`src/rtl/dkr_pkg.sv`:
```
// shared constants, types and keycode mapping for the report builder
// no dependencies
package dkr_pkg;

    localparam int DIRECT_KEYS = 9;
    localparam int NUM_KEYS    = 11;
    localparam int ENC_BTN1    = 9;
    localparam int ENC_BTN2    = 10;

    localparam logic [7:0] TICKS_RESET   = 8'd10;
    localparam logic [7:0] CODE_VOL_UP   = 8'hE9;
    localparam logic [7:0] CODE_VOL_DOWN = 8'hEA;
    localparam logic [7:0] CODE_IDLE     = 8'h00;
    localparam logic [3:0] FIRST_KEYCODE = 4'h4;
    localparam logic [3:0] BTN1_KEYCODE  = 4'hd;
    localparam logic [3:0] BTN2_KEYCODE  = 4'he;

    // per-tick control handed to the debouncer bank
    typedef struct packed {
        logic       accept;
        logic [7:0] limit;
    } t_tick_ctl;

    // encoder motion decoded from one count delta
    typedef enum logic [1:0] {
        MOT_NONE = 2'd0,
        MOT_UP   = 2'd1,
        MOT_DOWN = 2'd2
    } t_motion;

    function automatic logic key_in_use(input int i);
        return (i < DIRECT_KEYS) || (i == ENC_BTN1) || (i == ENC_BTN2);
    endfunction

    // bit position in report bytes 1..2 for key i
    function automatic logic [3:0] keycode_of(input int i);
        logic [3:0] code;
        if (i == ENC_BTN1) begin
            code = BTN1_KEYCODE;
        end else if (i == ENC_BTN2) begin
            code = BTN2_KEYCODE;
        end else begin
            code = FIRST_KEYCODE + 4'(i);
        end
        return code;
    endfunction

endpackage

```
`src/rtl/dkr_debounce.sv`:
```
// bank of eleven counter debouncers, updated once per accepted request
// depends on dkr_pkg
module dkr_debounce (
    input  logic                             i_clk,
    input  logic                             i_rst_n,
    input  dkr_pkg::t_tick_ctl               i_ctl,
    input  logic [dkr_pkg::NUM_KEYS-1:0]     i_raw,
    output logic [dkr_pkg::NUM_KEYS-1:0]     o_state_next
);

    logic [dkr_pkg::NUM_KEYS-1:0] r_state;
    logic [dkr_pkg::NUM_KEYS-1:0] n_state;
    logic [7:0]                   r_count [dkr_pkg::NUM_KEYS];
    logic [7:0]                   n_count [dkr_pkg::NUM_KEYS];

    // per-key count, saturate, compare and flip
    always_comb begin
        logic [7:0] inc;
        for (int i = 0; i < dkr_pkg::NUM_KEYS; i++) begin
            inc        = (r_count[i] == 8'hFF) ? r_count[i] : r_count[i] + 8'd1;
            n_state[i] = r_state[i];
            n_count[i] = 8'd0;
            if (!dkr_pkg::key_in_use(i)) begin
                n_state[i] = 1'b0;
            end else if (i_raw[i] != r_state[i]) begin
                if (inc >= i_ctl.limit) begin
                    n_state[i] = ~r_state[i];
                end else begin
                    n_count[i] = inc;
                end
            end
        end
    end

    assign o_state_next = n_state;

    // state advances only on an accepted tick
    always_ff @(posedge i_clk) begin
        if (!i_rst_n) begin
            r_state <= '0;
            for (int i = 0; i < dkr_pkg::NUM_KEYS; i++) begin
                r_count[i] <= 8'd0;
            end
        end else if (i_ctl.accept) begin
            r_state <= n_state;
            for (int i = 0; i < dkr_pkg::NUM_KEYS; i++) begin
                r_count[i] <= n_count[i];
            end
        end
    end

endmodule

```
`src/rtl/dkr_encoder.sv`:
```
// encoder delta tracking and consumer code selection
// depends on dkr_pkg
module dkr_encoder (
    input  logic        i_clk,
    input  logic        i_rst_n,
    input  logic        i_accept,
    input  logic [15:0] i_enc1_count,
    input  logic [15:0] i_enc2_count,
    output logic [7:0]  o_code
);

    logic [15:0]      r_last1;
    logic [15:0]      r_last2;
    logic [15:0]      delta1;
    logic [15:0]      delta2;
    dkr_pkg::t_motion mot1;
    dkr_pkg::t_motion mot2;
    dkr_pkg::t_motion mot;

    assign delta1 = i_enc1_count - r_last1;
    assign delta2 = i_enc2_count - r_last2;

    // sign of the wrapped delta gives the direction
    always_comb begin
        mot1 = (delta1 == 16'd0) ? dkr_pkg::MOT_NONE
             : (delta1[15] ? dkr_pkg::MOT_DOWN : dkr_pkg::MOT_UP);
        mot2 = (delta2 == 16'd0) ? dkr_pkg::MOT_NONE
             : (delta2[15] ? dkr_pkg::MOT_DOWN : dkr_pkg::MOT_UP);
        mot  = (mot1 != dkr_pkg::MOT_NONE) ? mot1 : mot2;
    end

    // motion to consumer code
    always_comb begin
        unique case (mot)
            dkr_pkg::MOT_UP:   o_code = dkr_pkg::CODE_VOL_UP;
            dkr_pkg::MOT_DOWN: o_code = dkr_pkg::CODE_VOL_DOWN;
            default:           o_code = dkr_pkg::CODE_IDLE;
        endcase
    end

    // last counts follow every accepted tick
    always_ff @(posedge i_clk) begin
        if (!i_rst_n) begin
            r_last1 <= 16'd0;
            r_last2 <= 16'd0;
        end else if (i_accept) begin
            r_last1 <= i_enc1_count;
            r_last2 <= i_enc2_count;
        end
    end

endmodule

```
`src/rtl/debounced_key_report_builder.sv`:
```
// Debounced key report builder. One request per scan tick is accepted every
// cycle unless the result register is full and stalled; its result appears in
// the output register on the following cycle. All eleven debouncers, the encoder
// deltas and the report compare are one combinational pass from the held state
// into the result register. A new request is taken whenever the result register
// is empty or being drained in the same cycle. i_cfg_we writes debounce_ticks
// (reset 10, 0 behaves as 1); the user must write it only while idle, the block does not enforce this.
// depends on dkr_pkg, dkr_debounce, dkr_encoder
module debounced_key_report_builder (
    input  logic        i_clk,
    input  logic        i_rst_n,
    input  logic        i_cfg_we,
    input  logic [7:0]  i_cfg_wdata,
    input  logic        i_in_valid,
    output logic        o_in_ready,
    input  logic [10:0] i_raw_pressed,
    input  logic [15:0] i_enc1_count,
    input  logic [15:0] i_enc2_count,
    output logic        o_out_valid,
    input  logic        i_out_ready,
    output logic [15:0] o_key_bytes,
    output logic        o_key_send,
    output logic [7:0]  o_consumer_code,
    output logic        o_consumer_send
);

    logic [7:0]                   r_ticks;
    logic [15:0]                  r_sent_keys;
    logic [7:0]                   r_sent_code;
    logic                         r_out_valid;
    logic [15:0]                  r_key_bytes;
    logic                         r_key_send;
    logic [7:0]                   r_code;
    logic                         r_code_send;
    logic                         accept;
    dkr_pkg::t_tick_ctl           ctl;
    logic [dkr_pkg::NUM_KEYS-1:0] state_next;
    logic [7:0]                   code;
    logic [15:0]                  keys;

    assign o_in_ready = !r_out_valid || i_out_ready;
    assign accept     = i_in_valid && o_in_ready;

    assign ctl.accept = accept;
    assign ctl.limit  = (r_ticks == 8'd0) ? 8'd1 : r_ticks;

    dkr_debounce u_debounce (
        .i_clk        (i_clk),
        .i_rst_n      (i_rst_n),
        .i_ctl        (ctl),
        .i_raw        (i_raw_pressed),
        .o_state_next (state_next)
    );

    dkr_encoder u_encoder (
        .i_clk        (i_clk),
        .i_rst_n      (i_rst_n),
        .i_accept     (accept),
        .i_enc1_count (i_enc1_count),
        .i_enc2_count (i_enc2_count),
        .o_code       (code)
    );

    // map debounced keys onto keycode bits
    always_comb begin
        keys = 16'd0;
        for (int i = 0; i < dkr_pkg::NUM_KEYS; i++) begin
            if (dkr_pkg::key_in_use(i)) begin
                keys[dkr_pkg::keycode_of(i)] = state_next[i];
            end
        end
    end

    // config register
    always_ff @(posedge i_clk) begin
        if (!i_rst_n) begin
            r_ticks <= dkr_pkg::TICKS_RESET;
        end else if (i_cfg_we) begin
            r_ticks <= i_cfg_wdata;
        end
    end

    // last sent reports
    always_ff @(posedge i_clk) begin
        if (!i_rst_n) begin
            r_sent_keys <= 16'd0;
            r_sent_code <= 8'd0;
        end else if (accept) begin
            r_sent_keys <= keys;
            r_sent_code <= code;
        end
    end

    // result register valid
    always_ff @(posedge i_clk) begin
        if (!i_rst_n) begin
            r_out_valid <= 1'b0;
        end else if (accept) begin
            r_out_valid <= 1'b1;
        end else if (i_out_ready) begin
            r_out_valid <= 1'b0;
        end
    end

    // result register payload
    always_ff @(posedge i_clk) begin
        if (accept) begin
            r_key_bytes <= keys;
            r_key_send  <= (keys != r_sent_keys);
            r_code      <= code;
            r_code_send <= (code != r_sent_code);
        end
    end

    assign o_out_valid     = r_out_valid;
    assign o_key_bytes     = r_key_bytes;
    assign o_key_send      = r_key_send;
    assign o_consumer_code = r_code;
    assign o_consumer_send = r_code_send;

endmodule

```
`config.mk`:
```
export PLATFORM = sky130hd
export DESIGN_NAME = debounced_key_report_builder
export DESIGN_NICKNAME = d
export VERILOG_FILES = /design/src/rtl/dkr_pkg.sv /design/src/rtl/dkr_debounce.sv /design/src/rtl/dkr_encoder.sv /design/src/rtl/debounced_key_report_builder.sv
export SDC_FILE = /design/constraint.sdc
export NUM_CORES = 1
export LEC_CHECK = 0
export ABC_AREA = 1
export BUFFER_PORTS_ARGS = -buffer_cell sky130_fd_sc_hd__buf_2
export CORE_MARGIN = 4
export CORE_UTILIZATION = 50
export DETAILED_ROUTE_END_ITERATION = 16
export GPL_ROUTABILITY_DRIVEN = 0
export PLACE_DENSITY = 0.68
export SLEW_MARGIN = 5
export SYNTH_ARGS = -nofsm -noshare
export SYNTH_HDL_FRONTEND = slang
export SYNTH_SLANG_ARGS = --single-unit
```
`constraint.sdc`:
```
create_clock -name i_clk -period 10.78 [get_ports i_clk]
set_input_delay 1.617 -clock i_clk [delete_from_list [all_inputs] [get_ports i_clk]]
set_output_delay 1.617 -clock i_clk [all_outputs]
set_load 0.01 [all_outputs]
```
==> implementation parameters <==
Parameter                              Value

Worst setup path
  Most common cell on crit path ... sky130_fd_sc_hd__nand2_1
  Setup crit end kind ... register
  RR Endpoint ... o_key_send$_DFFE_PP_
  Start point of the critical path ... i_enc1_count[0]
  Worst EP required ... 10.96 ns
  Arrival time at the worst endpoint ... 4.13 ns
  Crit path launch type ... primary input
  Flop2flop setup slack ... 7.46 ns
  Worst Reg-to-Reg Cells ... 21
  CP max stage cell ... sky130_fd_sc_hd__fa_1
  Category of the most critical setup path ... primary input to register
  Crit-path max cell delay ... 0.43 ns
  Cells along the critical path ... buf_2 -> inv_1 -> ha_1 -> inv_1 -> fa_1 -> nand3_1 -> nand3_1 -> nand2_1 -> nand2_1 -> nand2_1 -> nand2_1 -> nand2_1 -> nand2_1 -> nor2_1 -> nand3_1 -> nand2_1 -> o21ai_1 -> ha_1 -> xor2_1 -> nand3_1
  Worst R2R Start ... u_debounce.r_count[0][41]$_SDFFCE_PP0P_
  Largest fanout of any net on the critical path ... 4

Floorplanning
  Top-level I/O count ... 84
  Die ar. ... 26900 um2
  Chip width ... 164.0 um
  Die Ht ... 164.0 um
  Starting density of the core ... 51.38%
  Std-Cell Rows ... 56
  Core region area ... 23680 um2

CTS
  Number of gates given a new drive strength after cts ... 0
  Clock Sink Count ... 159
  Number of H-tree levels ... 4
  Clock latency reported for the late side of the worst-skew pair ... 0.43 ns
  Longest Clk Path Bufs ... 2
  Cell at the root of the clock tree ... sky130_fd_sc_hd__clkbuf_16
  TritonCTS Buffers ... 17
  Clk pin slew, worst setup/hold paths ... 0.07 ns
  CTS tree ... built
  Number of setup buffers added after CTS ... 0
  Number of hold-repair buffers added at the cts stage ... 0

Timing
  Final hold violations ... 0
  Slew at the pin closest to its max-slew limit ... 0.9305 ns
  Fraction of the cycle the final worst path needs ... 36.57%
  Clock period minus final worst setup slack ... 3.942 ns
  Final Skew ... 0.01477 ns
  Setup repair after global routing missed its margin ... no
  Max Clk Rate ... 0.2537 GHz
  Number of endpoints failing setup at the final stage ... 0
  Final-report max-slew violation count ... 0
  Headroom to the max-slew limit ... 37.97%
  Aggregate negative setup slack ... 0 ns
  Worst path setup slack after routing ... 6.838 ns

Min path
  Worst min-delay path startpoint ... u_encoder.r_last1[7]$_SDFFE_PN0P_
  Classification of the worst-slack hold path ... register to register
  Hold Path Stages ... 2
  WHS Endpoint ... u_encoder.r_last1[7]$_SDFFE_PN0P_

Drt
  Vias ... 10700
  Number of search-and-repair iterations in the first detailed-routing pass ... 6
  Final ANT Viol Nets ... 0
  Routed length per placed instance ... 13.73 um
  DRC errors left ... 0
  Post-detailed-route via-to-cell ratio ... 5.142
  Routed wire length ... 28570 um
  Violation count after the first detailed-route iteration ... 617

Pwr
  Standby leakage power ... 0.006491 uW
  Part of the power in combinational logic ... 24.8%
  Sw Ratio ... 32.10%
  Part of the total power dissipated in the clock network ... 33.9%
  Power per unit of standard cell area ... 131.7 nW/um2
  Sequential Power Share ... 41.3%
  Cell-internal power ... 1200 uW
  Psw ... 567.3 uW
  Maximum vdd ir drop ... 88.84 uV

Final layout
  Highest-count cells in the layout ignoring fill and taps ... sky130_fd_sc_hd__nand2_1 (443), sky130_fd_sc_hd__inv_1 (287), sky130_fd_sc_hd__nor2_1 (136)
  Layout overhead on the synthesized area ... 10.23%
  Layout cells sized above 1 ... 7.435%
  Final #Nets ... 1938
  Total inserted antenna cells ... 0
  Leading cell type in the layout, fill and taps excluded ... sky130_fd_sc_hd__nand2_1

Placed design
  Post-detail-place hpwl ... 20940 um
  Post-Place Setup Slack ... 6.404 ns
  Count of buffers inserted at the top-level ports ... 76

Global routing
  Largest net degree at the start of global routing ... 72
  Wire length of the first global-routing pass ... 46960 um
  Global-route total usage across every layer ... 21.53%
  Overflow left after global routing ... 0
  Via count of the first global-routing pass ... 10220
  Number of antenna violations at the first check in global routing ... 1

Synthesis
  Count of distinct cell types in the synthesized netlist ... 42
  Synthesized netlist cell count ... 1675
  Synth Warn # ... 0
  Synthesized area ... 12170 um2
  Count of flip-flops with a built-in enable after synthesis ... 104
  Mapped Avg Cell Area ... 7.265 um2
  Most common flop cell mapped by yosys ... sky130_fd_sc_hd__edfxtp_1
  Share of the yosys chip area belonging to registers ... 34.71%
  Post-synthesis sequential element count ... 159
  Proportion of synthesized flip-flops having asynchronous set or reset ... 0%

Run status
  Run status ... finished clean

Run
  Max-cap violation count ... 0
## worst max-delay path by stage
stage	cells after the start	to
6_report	20	o_consumer_send$_DFFE_PP_
2_1_floorplan	6	u_debounce.r_count[0][0]$_SDFFCE_PP0P_
4_1_cts	20	o_consumer_send$_DFFE_PP_
3_5_place_dp	20	o_consumer_send$_DFFE_PP_
3_3_place_gp	20	o_consumer_send$_DFFE_PP_
5_1_grt	19	o_consumer_send$_DFFE_PP_
## synthesized netlist by cell type (5+ instances only)
| cell type | instances | share of area, % |
|---|---|---|
| sky130_fd_sc_hd__ha_1 | 131 | 13 |
| sky130_fd_sc_hd__or2_2 | 8 | 0.41 |
| sky130_fd_sc_hd__edfxtp_1 | 104 | 26 |
| sky130_fd_sc_hd__o21bai_1 | 5 | 0.31 |
| sky130_fd_sc_hd__nand4_1 | 31 | 1.6 |
| sky130_fd_sc_hd__xor2_1 | 43 | 3.1 |
| sky130_fd_sc_hd__a21oi_1 | 105 | 4.3 |
| sky130_fd_sc_hd__xnor2_1 | 13 | 0.94 |
| sky130_fd_sc_hd__dfxtp_1 | 55 | 9.0 |
| sky130_fd_sc_hd__nor2_1 | 136 | 4.2 |
| sky130_fd_sc_hd__buf_2 | 5 | 0.21 |
| sky130_fd_sc_hd__buf_4 | 10 | 0.62 |
| sky130_fd_sc_hd__nor3_1 | 28 | 1.2 |
| sky130_fd_sc_hd__o2111ai_1 | 8 | 0.58 |
| sky130_fd_sc_hd__clkbuf_1 | 14 | 0.43 |
| sky130_fd_sc_hd__nand3b_1 | 5 | 0.31 |
| sky130_fd_sc_hd__inv_1 | 287 | 8.9 |
| sky130_fd_sc_hd__nand3_1 | 97 | 4.0 |
| sky130_fd_sc_hd__a31oi_1 | 12 | 0.62 |
| sky130_fd_sc_hd__nand2_1 | 444 | 14 |
| sky130_fd_sc_hd__o21ai_0 | 95 | 3.9 |
## sequential cells by signal, summed over array words and instances, names as in the netlist
name / cells
r_sent_code: 3
u_debounce.r_count: 88
o_key_bytes: 11
u_debounce.r_state: 11
o_key_send: 1
o_consumer_code: 3
u_encoder.r_last2: 16
u_encoder.r_last1: 16
o_out_valid: 1
o_consumer_send: 1
r_ticks: 8
## worst max-delay path: cells and delay by family
kind	cells	cell delay, ns
AND/OR/NAND/NOR	12	1.12
buffers and inverters	3	0.25
adder cells (fa/ha/maj)	3	0.90
AO/OA/AOI/OAI	1	0.07
XOR/XNOR	1	0.15
## cells by family (layout without fill, tap and decap cells)
group           after synthesis  after routing  share of synthesized area, %
compound gates              237            237                         10.44
other cells                   1              7                       0.03082
xor+xnor                     56             56                         4.030
flops                       159            159                         34.71
buf+inv                     320            401                         10.23
fa+ha+maj                   133            133                         13.80
simple gates                769            769                         26.76
## area by class of cell
cell class	instances	area [um2]
Clock buffer	23	489.2
Clock inverter	9	78.83
Fill cell	2308	10270
Inverter	291	1092
Multi-Input combinational cell	1202	6735
Sequential cell	159	4224
Tap cell	319	399.1
Timing Repair Buffer	78	395.4
## power by group through the flow
stage / registers [uW] / logic (uW) / clock network [uW]
CTS: 729 / 439 / 607
floorplan: 740 / 322 / 0
detailed placement: 741 / 436 / 0
finish: 729 / 439 / 599
global placement: 740 / 425 / 0
global route: 734 / 510 / 638
## stage by stage
stage	utilization [%]	std cells	power (uW)	hold slack, ns	instance area [um2]
floorplan	-	1681	1062	0.4544	12190
global route	56.64	2081	1882	0.5040	13410
finish	56.64	2081	1767	0.4794	13410
CTS	56.64	2081	1775	0.4848	13410
detailed placement	54.24	2049	1177	0.4737	12850
global placement	54.24	2049	1165	0.4665	12850
## per-layer routing
layer	routed length, um	track usage, %	vias to the layer above
met5	8	0	-
met4	515	6.024	2
met3	1403	3.388	35
met2	13510	37.41	227
met1	13130	27.86	4822
li1	-	-	5614
No activity file was read; power rests on OpenSTA's default activity.
